File: src/sv/assert_macros.svh
// Assertion helpers shared by the RTL that checks itself.
// No dependencies; include by bare file name.
`ifndef ASSERT_MACROS_SVH
`define ASSERT_MACROS_SVH

// Property must hold at every clock edge outside reset.
`define ASSERT_CLK(label, clk, rst, prop) \
   label: assert property (@(posedge clk) disable iff (rst) (prop)) \
      else $error("assertion failed");

// Expression must never be true outside reset.
`define ASSERT_NEVER(label, clk, rst, expr) \
   label: assert property (@(posedge clk) disable iff (rst) !(expr)) \
      else $error("forbidden condition seen");

`endif

File: src/sv/lfa_pkg.sv
// Shared types and constants for the LRU frame allocator.
// No dependencies.
package lfa_pkg;

   localparam int NUM_FRAMES_DEF = 16;
   localparam int AGE_W          = 16;
   localparam int TYPE_W         = 2;
   localparam int FRAME_W        = 4;
   localparam int CSR_ADDR_W     = 3;
   localparam int CSR_DATA_W     = 32;

   localparam logic [AGE_W-1:0] AGE_MAX        = '1;
   localparam logic [AGE_W-1:0] PROT_AGE_RESET = AGE_W'(16);

   // Register index taken from paddr above the byte offset.
   localparam logic REG_PROT_AGE = 1'b0;

   localparam logic [TYPE_W-1:0] REQ_ACCESS  = 2'd0;
   localparam logic [TYPE_W-1:0] REQ_ALLOC   = 2'd1;
   localparam logic [TYPE_W-1:0] REQ_RELEASE = 2'd2;

   typedef enum logic [1:0] {
      ST_IDLE,
      ST_SCAN,
      ST_APPLY
   } state_type;

   typedef enum logic [1:0] {
      OP_TOUCH,
      OP_ALLOC,
      OP_RELEASE
   } op_type;

   typedef struct packed {
      logic   scan;
      logic   apply;
      logic   first;
      op_type op;
   } head_ctl_type;

endpackage

File: src/sv/lfa_cell.sv
// One frame slot of the rotating ring: free bit and age counter.
// Depends on lfa_pkg.
module lfa_cell import lfa_pkg::*; (
   input  logic             clock,
   input  logic             reset,
   input  logic             shift,
   input  logic             in_free,
   input  logic [AGE_W-1:0] in_age,
   output logic             free,
   output logic [AGE_W-1:0] age
);

   logic             free_ff, free_in;
   logic [AGE_W-1:0] age_ff, age_in;

   always_comb begin
      free_in = shift ? in_free : free_ff;
      age_in  = shift ? in_age  : age_ff;
   end

   always_ff @(posedge clock) begin
      if (reset) begin
         free_ff <= 1'b1;
         age_ff  <= '0;
      end else begin
         free_ff <= free_in;
         age_ff  <= age_in;
      end
   end

   assign free = free_ff;
   assign age  = age_ff;

endmodule

File: src/sv/lfa_head.sv
// Ring head unit: searches for a free frame and a victim, and applies
// touch/allocate/release updates to the slot passing through. Depends on lfa_pkg.
module lfa_head import lfa_pkg::*; #(
   parameter int NUM_FRAMES = NUM_FRAMES_DEF,
   localparam int IDX_W = $clog2(NUM_FRAMES)
) (
   input  logic               clock,
   input  logic               reset,
   input  head_ctl_type       ctl,
   input  logic [IDX_W-1:0]   idx,
   input  logic [IDX_W-1:0]   target,
   input  logic [AGE_W-1:0]   prot_age,
   input  logic               head_free,
   input  logic [AGE_W-1:0]   head_age,
   output logic               new_free,
   output logic [AGE_W-1:0]   new_age,
   output logic               found_next,
   output logic [IDX_W-1:0]   free_idx_next,
   output logic [IDX_W-1:0]   victim_next
);

   logic               found_ff, have_best_ff;
   logic [IDX_W-1:0]   free_idx_ff, victim_ff;
   logic [AGE_W-1:0]   best_ff;
   logic               have_best_next;
   logic [AGE_W-1:0]   best_next;
   logic               hit, aged;

   always_comb begin
      found_next     = ctl.first ? 1'b0 : found_ff;
      have_best_next = ctl.first ? 1'b0 : have_best_ff;
      free_idx_next  = free_idx_ff;
      victim_next    = victim_ff;
      best_next      = best_ff;
      if (ctl.scan) begin
         if (!found_next && head_free) begin
            found_next    = 1'b1;
            free_idx_next = idx;
         end
         // Frame 0 is never skipped, so a victim always exists.
         if ((!have_best_next || head_age > best_next) &&
             !(idx != '0 && head_age == prot_age)) begin
            have_best_next = 1'b1;
            best_next      = head_age;
            victim_next    = idx;
         end
      end
   end

   always_comb begin
      hit      = (idx == target);
      aged     = !head_free && head_age != AGE_MAX;
      new_free = head_free;
      new_age  = head_age;
      if (ctl.apply) begin
         case (ctl.op)
            OP_TOUCH: begin
               if (hit) new_age = '0;
               else if (aged) new_age = head_age + AGE_W'(1);
            end
            OP_ALLOC: begin
               if (hit) begin
                  new_age  = '0;
                  new_free = 1'b0;
               end else if (aged) begin
                  new_age = head_age + AGE_W'(1);
               end
            end
            OP_RELEASE: begin
               if (hit) begin
                  new_age  = '0;
                  new_free = 1'b1;
               end
            end
            default: ;
         endcase
      end
   end

   always_ff @(posedge clock) begin
      if (reset) begin
         found_ff     <= 1'b0;
         have_best_ff <= 1'b0;
      end else if (ctl.scan) begin
         found_ff     <= found_next;
         have_best_ff <= have_best_next;
      end
   end

   always_ff @(posedge clock) begin
      if (ctl.scan) begin
         free_idx_ff <= free_idx_next;
         victim_ff   <= victim_next;
         best_ff     <= best_next;
      end
   end

endmodule

File: src/sv/lru_frame_allocator_top.sv
// LRU page frame allocator: ring of NUM_FRAMES cells rotated past one head unit.
// Access/release take one update pass, allocate a scan pass then an update
// pass, and an unused code or out-of-range frame takes no pass; one request at a time.
// The ring rotation (one frame per cycle through the head) sets the rate.
// Reset (synchronous): all frames free, ages zero, protected_age = 16.
// Depends on lfa_pkg, lfa_cell, lfa_head and assert_macros.svh.
module lru_frame_allocator_top import lfa_pkg::*; #(
   parameter int NUM_FRAMES = NUM_FRAMES_DEF
) (
   input  logic                   clock,
   input  logic                   reset,
   // request channel
   input  logic                   start,
   output logic                   busy,
   input  logic [TYPE_W-1:0]      req_type,
   input  logic [FRAME_W-1:0]     req_frame_index,
   // result channel, one-cycle strobe
   output logic                   rsp_valid,
   output logic [FRAME_W-1:0]     rsp_granted_frame,
   output logic                   rsp_evicted,
   // register port
   input  logic                   psel,
   input  logic                   penable,
   input  logic                   pwrite,
   input  logic [CSR_ADDR_W-1:0]  paddr,
   input  logic [CSR_DATA_W-1:0]  pwdata,
   output logic [CSR_DATA_W-1:0]  prdata,
   output logic                   pready
);

   `include "assert_macros.svh"

   localparam int IDX_W = $clog2(NUM_FRAMES);
   localparam int GW    = (IDX_W > FRAME_W) ? IDX_W : FRAME_W;
   localparam logic [IDX_W-1:0] IDX_LAST = IDX_W'(NUM_FRAMES - 1);

   // ---------------------------------------------------------------
   // Register port: protected_age is the only register.
   // ---------------------------------------------------------------
   logic [AGE_W-1:0] prot_ff, prot_in;
   logic             reg_sel;

   assign reg_sel = (paddr[CSR_ADDR_W-1] == REG_PROT_AGE);
   assign pready  = 1'b1;
   assign prdata  = reg_sel ? CSR_DATA_W'(prot_ff) : '0;

   always_comb begin
      prot_in = prot_ff;
      if (psel && penable && pwrite && reg_sel) prot_in = pwdata[AGE_W-1:0];
   end

   always_ff @(posedge clock) begin
      if (reset) prot_ff <= PROT_AGE_RESET;
      else       prot_ff <= prot_in;
   end

   // ---------------------------------------------------------------
   // Control: state, ring position, request target and result.
   // ---------------------------------------------------------------
   state_type          state_ff, state_in;
   logic [IDX_W-1:0]   idx_ff, idx_in;
   logic [IDX_W-1:0]   target_ff, target_in;
   op_type             op_ff, op_in;
   logic [FRAME_W-1:0] grant_ff, grant_in;
   logic               ev_ff, ev_in;
   logic               rsp_valid_ff, rsp_valid_in;
   logic [FRAME_W-1:0] rsp_frame_ff, rsp_frame_in;
   logic               rsp_ev_ff, rsp_ev_in;

   logic               shift, idx_last, in_range;
   logic [GW-1:0]      fi_ext, tgt_ext;
   logic [IDX_W-1:0]   fi_idx;
   head_ctl_type       hctl;

   logic               head_new_free, found_next;
   logic [AGE_W-1:0]   head_new_age;
   logic [IDX_W-1:0]   free_idx_next, victim_next;

   assign fi_ext   = GW'(req_frame_index);
   assign fi_idx   = fi_ext[IDX_W-1:0];
   assign in_range = (32'(req_frame_index) < NUM_FRAMES);
   assign idx_last = (idx_ff == IDX_LAST);
   assign shift    = (state_ff != ST_IDLE);
   assign busy     = shift;

   assign hctl.scan  = (state_ff == ST_SCAN);
   assign hctl.apply = (state_ff == ST_APPLY);
   assign hctl.first = (idx_ff == '0);
   assign hctl.op    = op_ff;

   always_comb begin
      state_in     = state_ff;
      idx_in       = idx_ff;
      target_in    = target_ff;
      op_in        = op_ff;
      grant_in     = grant_ff;
      ev_in        = ev_ff;
      rsp_valid_in = 1'b0;
      rsp_frame_in = rsp_frame_ff;
      rsp_ev_in    = rsp_ev_ff;
      tgt_ext      = '0;
      // advance the ring one slot per busy cycle, wrap back to home
      if (shift) idx_in = idx_last ? '0 : idx_ff + IDX_W'(1);
      unique case (state_ff)
         ST_IDLE: begin
            if (start) begin
               grant_in  = req_frame_index;
               ev_in     = 1'b0;
               target_in = fi_idx;
               case (req_type) inside
                  REQ_ACCESS, REQ_RELEASE: begin
                     if (in_range) begin
                        op_in    = (req_type == REQ_ACCESS) ? OP_TOUCH : OP_RELEASE;
                        state_in = ST_APPLY;
                     end else begin
                        // out-of-range frame: echo it, change nothing
                        rsp_valid_in = 1'b1;
                        rsp_frame_in = req_frame_index;
                        rsp_ev_in    = 1'b0;
                     end
                  end
                  REQ_ALLOC: begin
                     op_in    = OP_ALLOC;
                     state_in = ST_SCAN;
                  end
                  default: begin
                     // unused request code: echo the frame, no effect
                     rsp_valid_in = 1'b1;
                     rsp_frame_in = req_frame_index;
                     rsp_ev_in    = 1'b0;
                  end
               endcase
            end
         end
         ST_SCAN: begin
            if (idx_last) begin
               // lowest free frame wins; otherwise evict the oldest
               target_in = found_next ? free_idx_next : victim_next;
               ev_in     = !found_next;
               tgt_ext   = GW'(target_in);
               grant_in  = tgt_ext[FRAME_W-1:0];
               state_in  = ST_APPLY;
            end
         end
         ST_APPLY: begin
            if (idx_last) begin
               rsp_valid_in = 1'b1;
               rsp_frame_in = grant_ff;
               rsp_ev_in    = ev_ff;
               state_in     = ST_IDLE;
            end
         end
         default: state_in = ST_IDLE;
      endcase
   end

   always_ff @(posedge clock) begin
      if (reset) begin
         state_ff     <= ST_IDLE;
         idx_ff       <= '0;
         rsp_valid_ff <= 1'b0;
      end else begin
         state_ff     <= state_in;
         idx_ff       <= idx_in;
         rsp_valid_ff <= rsp_valid_in;
      end
   end

   // request payload and result hold registers
   always_ff @(posedge clock) begin
      target_ff    <= target_in;
      op_ff        <= op_in;
      grant_ff     <= grant_in;
      ev_ff        <= ev_in;
      rsp_frame_ff <= rsp_frame_in;
      rsp_ev_ff    <= rsp_ev_in;
   end

   assign rsp_valid         = rsp_valid_ff;
   assign rsp_granted_frame = rsp_frame_ff;
   assign rsp_evicted       = rsp_ev_ff;

   // ---------------------------------------------------------------
   // Ring of cells: cell 0 is the head; its updated contents enter at
   // the tail, so after a full turn of the ring every frame is home again.
   // ---------------------------------------------------------------
   logic             cell_free [NUM_FRAMES];
   logic [AGE_W-1:0] cell_age  [NUM_FRAMES];

   for (genvar i = 0; i < NUM_FRAMES; i++) begin : g_cell
      logic             nxt_free;
      logic [AGE_W-1:0] nxt_age;
      if (i == NUM_FRAMES - 1) begin : g_tail
         assign nxt_free = head_new_free;
         assign nxt_age  = head_new_age;
      end else begin : g_mid
         assign nxt_free = cell_free[i+1];
         assign nxt_age  = cell_age[i+1];
      end
      lfa_cell u_cell (
         .clock   (clock),
         .reset   (reset),
         .shift   (shift),
         .in_free (nxt_free),
         .in_age  (nxt_age),
         .free    (cell_free[i]),
         .age     (cell_age[i])
      );
   end

   lfa_head #(.NUM_FRAMES(NUM_FRAMES)) u_head (
      .clock         (clock),
      .reset         (reset),
      .ctl           (hctl),
      .idx           (idx_ff),
      .target        (target_ff),
      .prot_age      (prot_ff),
      .head_free     (cell_free[0]),
      .head_age      (cell_age[0]),
      .new_free      (head_new_free),
      .new_age       (head_new_age),
      .found_next    (found_next),
      .free_idx_next (free_idx_next),
      .victim_next   (victim_next)
   );

   // ---------------------------------------------------------------
   // Checks
   // ---------------------------------------------------------------
   `ASSERT_NEVER(a_no_rsp_while_busy, clock, reset, rsp_valid && busy)
   `ASSERT_CLK(a_idle_ring_home, clock, reset, (state_ff == ST_IDLE) |-> (idx_ff == '0))
   `ASSERT_CLK(a_scan_to_apply, clock, reset, (hctl.scan && idx_last) |=> hctl.apply)

endmodule

File: config.mk
export PLATFORM = sky130hd
export DESIGN_NAME = lru_frame_allocator_top
export DESIGN_NICKNAME = d
export VERILOG_FILES = /design/src/sv/lfa_pkg.sv /design/src/sv/lfa_cell.sv /design/src/sv/lfa_head.sv /design/src/sv/lru_frame_allocator_top.sv
export VERILOG_INCLUDE_DIRS = /design/src /design/src/sv
export SDC_FILE = /design/constraint.sdc
export NUM_CORES = 1
export LEC_CHECK = 0
export BUFFER_PORTS_ARGS = -buffer_cell sky130_fd_sc_hd__buf_4
export CORE_UTILIZATION = 38
export DETAILED_ROUTE_END_ITERATION = 10
export PLACE_DENSITY_LB_ADDON = 0.2
export SLEW_MARGIN = 15
export SYNTH_ARGS = -nofsm -noshare
export SYNTH_HDL_FRONTEND = slang
export SYNTH_SLANG_ARGS = --single-unit
File: constraint.sdc
create_clock -name clock -period 3.4 [get_ports clock]
set_input_delay 0.68 -clock clock [delete_from_list [all_inputs] [get_ports clock]]
set_output_delay 0.68 -clock clock [all_outputs]
set_load 0.05 [all_outputs]
==> flow_metrics.env, run 1 <==
export IMPL_run_status="complete, no violations"
export IMPL_grt_setup_unrepaired="false"
export IMPL_num_vias=10152
export IMPL_synth_cell_type_count=67
export IMPL_setup_ws_ps=943
export IMPL_critPathMaxStageDelay_ps=450
export IMPL_finalSetupViolCount=0
export IMPL_synth_area_top_cells="dfxtp_1, nand2_1, a21oi_1, edfxtp_1, clkbuf_1"
export IMPL_worst_endpoint_arrival_ps=2730
export IMPL_worstSetupPathType="reg -> reg"
export IMPL_relSlewSlack_pct=47.4
export IMPL_root_buffer="clkbuf_16"
export IMPL_antenna_cells=0
export IMPL_p_per_area_nw_per_um2=579
export IMPL_drt_iter0_drc=601
export IMPL_async_reset_ff_share_pct=0
export IMPL_whs_endpoint="prot_ff[4]$_SDFFE_PP1P_"
export IMPL_min_delay_start="pwdata[4]"
export IMPL_grt_pass1_vias=9097
export IMPL_yosysTopAreaCell="dfxtp_1"
export IMPL_syn_inst=1607
export IMPL_h_tree_depth=2
export IMPL_remaining_drc_errors=0
export IMPL_synth_edff_count=36
export IMPL_die_area_um2=35700
export IMPL_die_w_um=189
export IMPL_pre_cts_ws_ps=923
export IMPL_startpoint_type="flip-flop"
export IMPL_die_h_um=189
export IMPL_critPathCaptureType="flip-flop"
export IMPL_drv_slew=0
export IMPL_fp_row_count=68
export IMPL_critPathBufInv=1
export IMPL_core_area_um2=34500
export IMPL_reg2reg_depth=9
export IMPL_io_buffers=51
export IMPL_worst_slew_pin_slew_ps=789
export IMPL_reg2reg_from="idx_ff[0]$_SDFFE_PP0N_"
export IMPL_hold_depth=3
export IMPL_grt_usage_pct=15.2
export IMPL_nets=1667
export IMPL_initial_core_util_pct=38.5
export IMPL_cts_resized=0
export IMPL_first_pass_iters=4
export IMPL_crit_path_start="idx_ff[0]$_SDFFE_PP0N_"
export IMPL_ir_drop_uv=344
export IMPL_fill_cells=3443
export IMPL_cts_tree="done"
export IMPL_multi_input_area_um2=5610
export IMPL_yosys_most_used_dff="dfxtp_1"
export IMPL_antenna_found_initial=0
export IMPL_p_leak_uw=0.00528
export IMPL_grt_max_degree=141
export IMPL_gr_total_overflow=0
export IMPL_cp_cell_sequence="inv_1, ha_1, or3b_4, nand2_2, a2111oi_2, nand4_2, nand3_4, mux2_4, o2bb2ai_2"
export IMPL_wire_per_inst_um=13.2
export IMPL_cts_max_path_buffers=3
export IMPL_crit_family="simple AND/OR/NAND/NOR gates"
export IMPL_cts_sinks=333
export IMPL_finalCritPeriodShare_pct=72.3
export IMPL_required_ps=3670
export IMPL_maxCapViolCount=0
export IMPL_grt_pass1_wl_mm=45.4
export IMPL_ctsHoldBuffers=0
export IMPL_synth_top_area_share_pct=44.8
export IMPL_seqCellArea_um2=7030
export IMPL_cts_setup_buffers=0
export IMPL_ys_warn_count=0
export IMPL_io_pins=87
export IMPL_fmax_ghz=0.407
export IMPL_clkSlewWorstSetupHoldPaths_ps=60
export IMPL_finalSetupTns_ps=0
export IMPL_synth_area_um2=13300
export IMPL_timing_final_hold_violations=0
export IMPL_areaGrowthSynthToFinish_pct=13.3
export IMPL_yosysSeqAreaShare_pct=53.0
export IMPL_wl_mm=27.4
export IMPL_path_max_fanout=7
export IMPL_cts_buffers=36
export IMPL_r2r_end="grant_ff[1]$_DFFE_PP_"
export IMPL_holdCritPathClass="in -> reg"
export IMPL_fin_crit_ps=2460
export IMPL_gp_congestion=0.807
export IMPL_dpl_hpwl_mm=16.4
export IMPL_insertion_delay_ps=530
export IMPL_worst_r2r_setup_slack_ps=940
export IMPL_syn_area_per_cell_um2=8.26
export IMPL_ys_ff_latch=333
export IMPL_ant_nets=0
export IMPL_skew_ps=16.5
export IMPL_drive_gt1_share_pct=9.54
export IMPL_via_per_inst=4.88
export IMPL_critPathSlowestCell="dfxtp_1"
power breakdown:
part / internal, uW / switching [uW]
combinational: 181 / 569
clock: 2240 / 1590
sequential: 4060 / 56.6
stage by stage:
stage / total power [uW] / instance area (um^2) / cells / util (%) / hold slack (ps)
after floorplan: 4780 / 13300 / 1622 / - / 426
after global placement: 4960 / 13900 / 2014 / 40.2 / 438
after detailed placement: 4960 / 13900 / 2014 / 40.2 / 444
after CTS: 8830 / 15000 / 2080 / 43.6 / 356
after global routing: 9070 / 15000 / 2080 / 43.6 / 369
final: 8700 / 15000 / 2080 / 43.6 / 368
sequential cells by signal, summed over array words and instances (netlist names), 2 cells and up:
name                count
u_head.best_ff         16
state_ff                2
g_cell.u_cell.age     256
op_ff                   2
u_head.free_idx_ff      4
prot_ff                16
grant_ff                4
g_cell.u_cell.free     16
idx_ff                  4
u_head.victim_ff        4
rsp_granted_frame       4
how the worst max path moves through the flow:
| stage | end | slack (ps) | cells after the start |
|---|---|---|---|
| 4_1_cts | grant_ff[1]$_DFFE_PP_ | 920 | 9 |
| 6_report | grant_ff[1]$_DFFE_PP_ | 940 | 9 |
| 2_1_floorplan | u_head.best_ff[0]$_DFFE_PP_ | 820 | 7 |
| 3_3_place_gp | grant_ff[2]$_DFFE_PP_ | 940 | 8 |
| 5_1_grt | grant_ff[0]$_DFFE_PP_ | 780 | 9 |
| 3_5_place_dp | grant_ff[1]$_DFFE_PP_ | 920 | 9 |
routing by layer:
metal	vias to the layer above	wire, um	global-route usage (%)
met4	0	568	4.44
met5	-	0	0
met2	182	11800	23.4
li1	5247	-	-
met3	44	1080	2.76
met1	4679	14000	21.7
cell usage in the layout (no fill, tap or decap), drive strengths merged, types with 8 or more instances in the layout:
master / instances
nand4: 12
a21oi: 277
nand3b: 17
clkinv: 13
nor2: 41
nor3: 13
buf: 66
ha: 23
clkbuf: 49
dfxtp: 297
conb: 17
o21ai: 19
edfxtp: 36
inv: 26
nor2b: 21
nand2: 579
mux2: 8
xnor2: 18
nand3: 15
synth_stat cells, types with 10 or more instances:
cell type and instances:
nor3_1 10, nor2_1 40, nand4_1 10, nor2b_1 20, nand2_1 577, xnor2_1 18, nand3b_1 17, edfxtp_1 36
buf_2 16, dfxtp_1 297, o21ai_0 14, ha_1 23, inv_1 24, clkbuf_1 89, buf_4 18, a21oi_1 277
nand3_1 12
cell families after synthesis:
kind of cell	after synthesis	synth area share, %
and+or+nand+nor	725	23.2
xor gates and xnor gates	23	1.52
adders and majority gates	23	2.17
muxes	11	1.02
buffers and inverters	155	5.22
other	2	0.0566
AOI/OAI and AO/OA	335	13.8
DFF	333	53.0
tightest hold or removal path: cells and delay by family:
kind | cells | cell delay (ps)
buffers and inverters | 1 | 80
and+or+nand+nor | 2 | 110
cell type report:
cell class / count / share of cell area, %
Clock inverter: 17 / 1.17
Multi-Input combinational cell: 1134 / 37.3
Timing Repair Buffer: 66 / 3.60
Tap cell: 455 / 3.79
Sequential cell: 333 / 46.7
Clock buffer: 49 / 6.66
Inverter: 26 / 0.699
(Power assumes the default switching activity.)
==> run 2: changes to the inputs <==
--- a/config.mk
+++ b/config.mk
@@ -6,6 +6,7 @@
 export SDC_FILE = /design/constraint.sdc
 export NUM_CORES = 1
 export LEC_CHECK = 0
+export ABC_AREA = 1
 export BUFFER_PORTS_ARGS = -buffer_cell sky130_fd_sc_hd__buf_4
 export CORE_UTILIZATION = 38
 export DETAILED_ROUTE_END_ITERATION = 10
==> constraint.sdc (replaced) <==
create_clock -name clock -period 2.3 [get_ports clock]
set_input_delay 0.46 -clock clock [delete_from_list [all_inputs] [get_ports clock]]
set_output_delay 0.46 -clock clock [all_outputs]
set_load 0.05 [all_outputs]
==> run 2 against run 1 <==
Register-to-register slack got worse by 700 ps. Die area rose by 0.75%. Count of clock-buffer cells in the layout rose by 10. Core utilization up 1.0 points. Critical path type is now reg -> out.
==> flow_metrics.env, run 2 <==
export IMPL_ys_ff_latch=333
export IMPL_initial_core_util_pct=38.7
export IMPL_num_vias=10509
export IMPL_reg2reg_depth=11
export IMPL_grt_usage_pct=15.3
export IMPL_ir_drop_uv=450
export IMPL_largest_reg_flops=256
export IMPL_die_area_um2=35900
export IMPL_skew_ps=21.9
export IMPL_mostFrequentLayoutCell="nor2_1"
export IMPL_design_area_um2=15400
export IMPL_crit_path_start="state_ff[1]$_SDFFE_PP0P_"
export IMPL_startpoint_type="flip-flop"
export IMPL_fin_crit_ps=2100
export IMPL_h_tree_depth=2
export IMPL_worstSetupPathType="reg -> out"
export IMPL_nets=1800
export IMPL_post_synth_most_frequent_cells="nor2_1, dfxtp_1, o21ai_0"
export IMPL_remaining_drc_errors=0
export IMPL_timing_final_hold_violations=0
export IMPL_maxCapViolCount=0
export IMPL_fp_row_count=68
export IMPL_io_pins=87
export IMPL_synth_most_common_cell="nor2_1"
export IMPL_syn_area_per_cell_um2=7.82
export IMPL_grt_max_degree=160
export IMPL_drv_slew=0
export IMPL_die_w_um=190
export IMPL_dpl_hpwl_mm=16.9
export IMPL_yosysSeqAreaShare_pct=52.5
export IMPL_grt_pass1_wl_mm=46.3
export IMPL_gp_congestion=0.872
export IMPL_ant_nets=0
export IMPL_antenna_found_initial=0
export IMPL_p_leak_uw=0.00633
export IMPL_cp_endpoint="busy"
export IMPL_async_reset_ff_share_pct=0
export IMPL_worst_endpoint_arrival_ps=1640
export IMPL_final_cell_mix="nor2_1, dfxtp_1, o21ai_0"
export IMPL_synth_area_top_cells="dfxtp_1, nor2_1, o21ai_0, edfxtp_1, nand2_1"
export IMPL_yosysTopAreaCell="dfxtp_1"
export IMPL_syn_inst=1710
export IMPL_grt_pass1_vias=9487
export IMPL_cts_sinks=333
export IMPL_insertion_delay_ps=530
export IMPL_synth_top_area_share_pct=44.5
export IMPL_relSlewSlack_pct=54.6
export IMPL_synth_area_um2=13400
export IMPL_die_h_um=190
export IMPL_clkSlewWorstSetupHoldPaths_ps=70
export IMPL_critPathCaptureType="output port"
export IMPL_grt_setup_unrepaired="false"
export IMPL_antenna_cells=0
export IMPL_gr_total_overflow=0
export IMPL_synth_edff_count=36
export IMPL_io_buffers=51
export IMPL_reg2reg_from="u_head.best_ff[15]$_DFFE_PP_"
export IMPL_holdWs_ps=151
export IMPL_yosys_most_used_dff="dfxtp_1"
export IMPL_finalSetupTns_ps=0
export IMPL_first_pass_iters=5
export IMPL_finalCritPeriodShare_pct=91.2
export IMPL_p_per_area_nw_per_um2=950
export IMPL_required_ps=1840
export IMPL_synth_cell_type_count=44
export IMPL_run_status="complete, no violations"
export IMPL_worst_r2r_setup_slack_ps=240
export IMPL_cts_max_path_buffers=3
export IMPL_drt_iter0_drc=712
export IMPL_core_area_um2=34500
export IMPL_cts_tree="done"
export IMPL_areaGrowthSynthToFinish_pct=15.4
export IMPL_dpl_cell_area_um2=14200
export IMPL_r2r_end="u_head.best_ff[7]$_DFFE_PP_"
export IMPL_wl_mm=27.4
export IMPL_hold_depth=1
export IMPL_wire_per_inst_um=12.4
export IMPL_root_buffer="clkbuf_16"
export IMPL_via_per_inst=4.76
export IMPL_drive_gt1_share_pct=10.5
export IMPL_path_max_fanout=62
export IMPL_worst_slew_pin_slew_ps=681
export IMPL_ys_warn_count=0
export IMPL_holdCritPathClass="in -> reg"
export IMPL_finalSetupViolCount=0
export IMPL_ctsHoldBuffers=0
export IMPL_cts_buffers=37
export IMPL_fmax_ghz=0.477
==> run 2: per-layer routing <==
layer,vias up,GRT usage (%),wire (um)
met5,-,0,0
met4,0,4.59,519
met3,39,2.51,984
met2,152,24.3,12000
met1,4785,21.3,13900
li1,5533,-,-
==> run 2: report_power, final <==
part | internal (uW) | switching (uW)
Combinational | 757 | 1380
Sequential | 6520 | 292
Clock | 3450 | 2250
Total | 10700 | 3930
==> run 2: worst min-delay path by stage <==
stage	start	end
2_1_floorplan	g_cell[15].u_cell.free$_SDFFE_PP1N_	g_cell[14].u_cell.free$_SDFFE_PP1N_
3_3_place_gp	g_cell[9].u_cell.free$_SDFFE_PP1N_	g_cell[8].u_cell.free$_SDFFE_PP1N_
3_5_place_dp	g_cell[8].u_cell.free$_SDFFE_PP1N_	g_cell[7].u_cell.free$_SDFFE_PP1N_
4_1_cts	req_type[0]	op_ff[0]$_SDFFCE_PN1P_
5_1_grt	req_type[0]	op_ff[0]$_SDFFCE_PN1P_
6_report	req_type[0]	op_ff[0]$_SDFFCE_PN1P_
==> run 2: metrics by stage <==
stage / util, % / worst slack [ps] / power (uW) / cells
floorplan: - / 128 / 8530 / 1725
global placement: 41.2 / 228 / 9050 / 2146
detailed placement: 41.2 / 222 / 9090 / 2146
CTS: 44.7 / 150 / 14900 / 2209
global route: 44.7 / 58.6 / 15500 / 2209
finish: 44.7 / 202 / 14700 / 2209
==> run 2: cell type report <==
cell class                 count  area (um^2)
clock buffer                  59         1160
fill                        3503        19100
multi-input combinational   1173         5470
timing repair buffer          87          791
tap                          455          569
clock inverter                 4         25.0
inverter                      98          385
sequential                   333         7030
==> run 2: critical path, cell delays in order (launching register included) <==
cell	delay (ps)
dfxtp_1	360
nor2_4	310
inv_8	170
buf_4	260
==> run 2: repair_timing <==
| action | 4_1_cts | 5_1_grt |
|---|---|---|
| setup buffers | 0 | 0 |
| gates resized for setup | 0 | 1 |
| setup endpoints to repair | 0 | 12 |
==> run 2: kinds of logic (layout without fill, tap and decap cells) <==
family	Yosys count	in the layout	share of synthesized area (%)
and+or+nand+nor	742	742	22.6
buffers and inverters	219	248	7.06
AOI/OAI and AO/OA	372	372	14.3
DFF	333	333	52.5
adders and majority gates	23	23	2.15
other	2	17	0.0562
xor gates and xnor gates	19	19	1.24
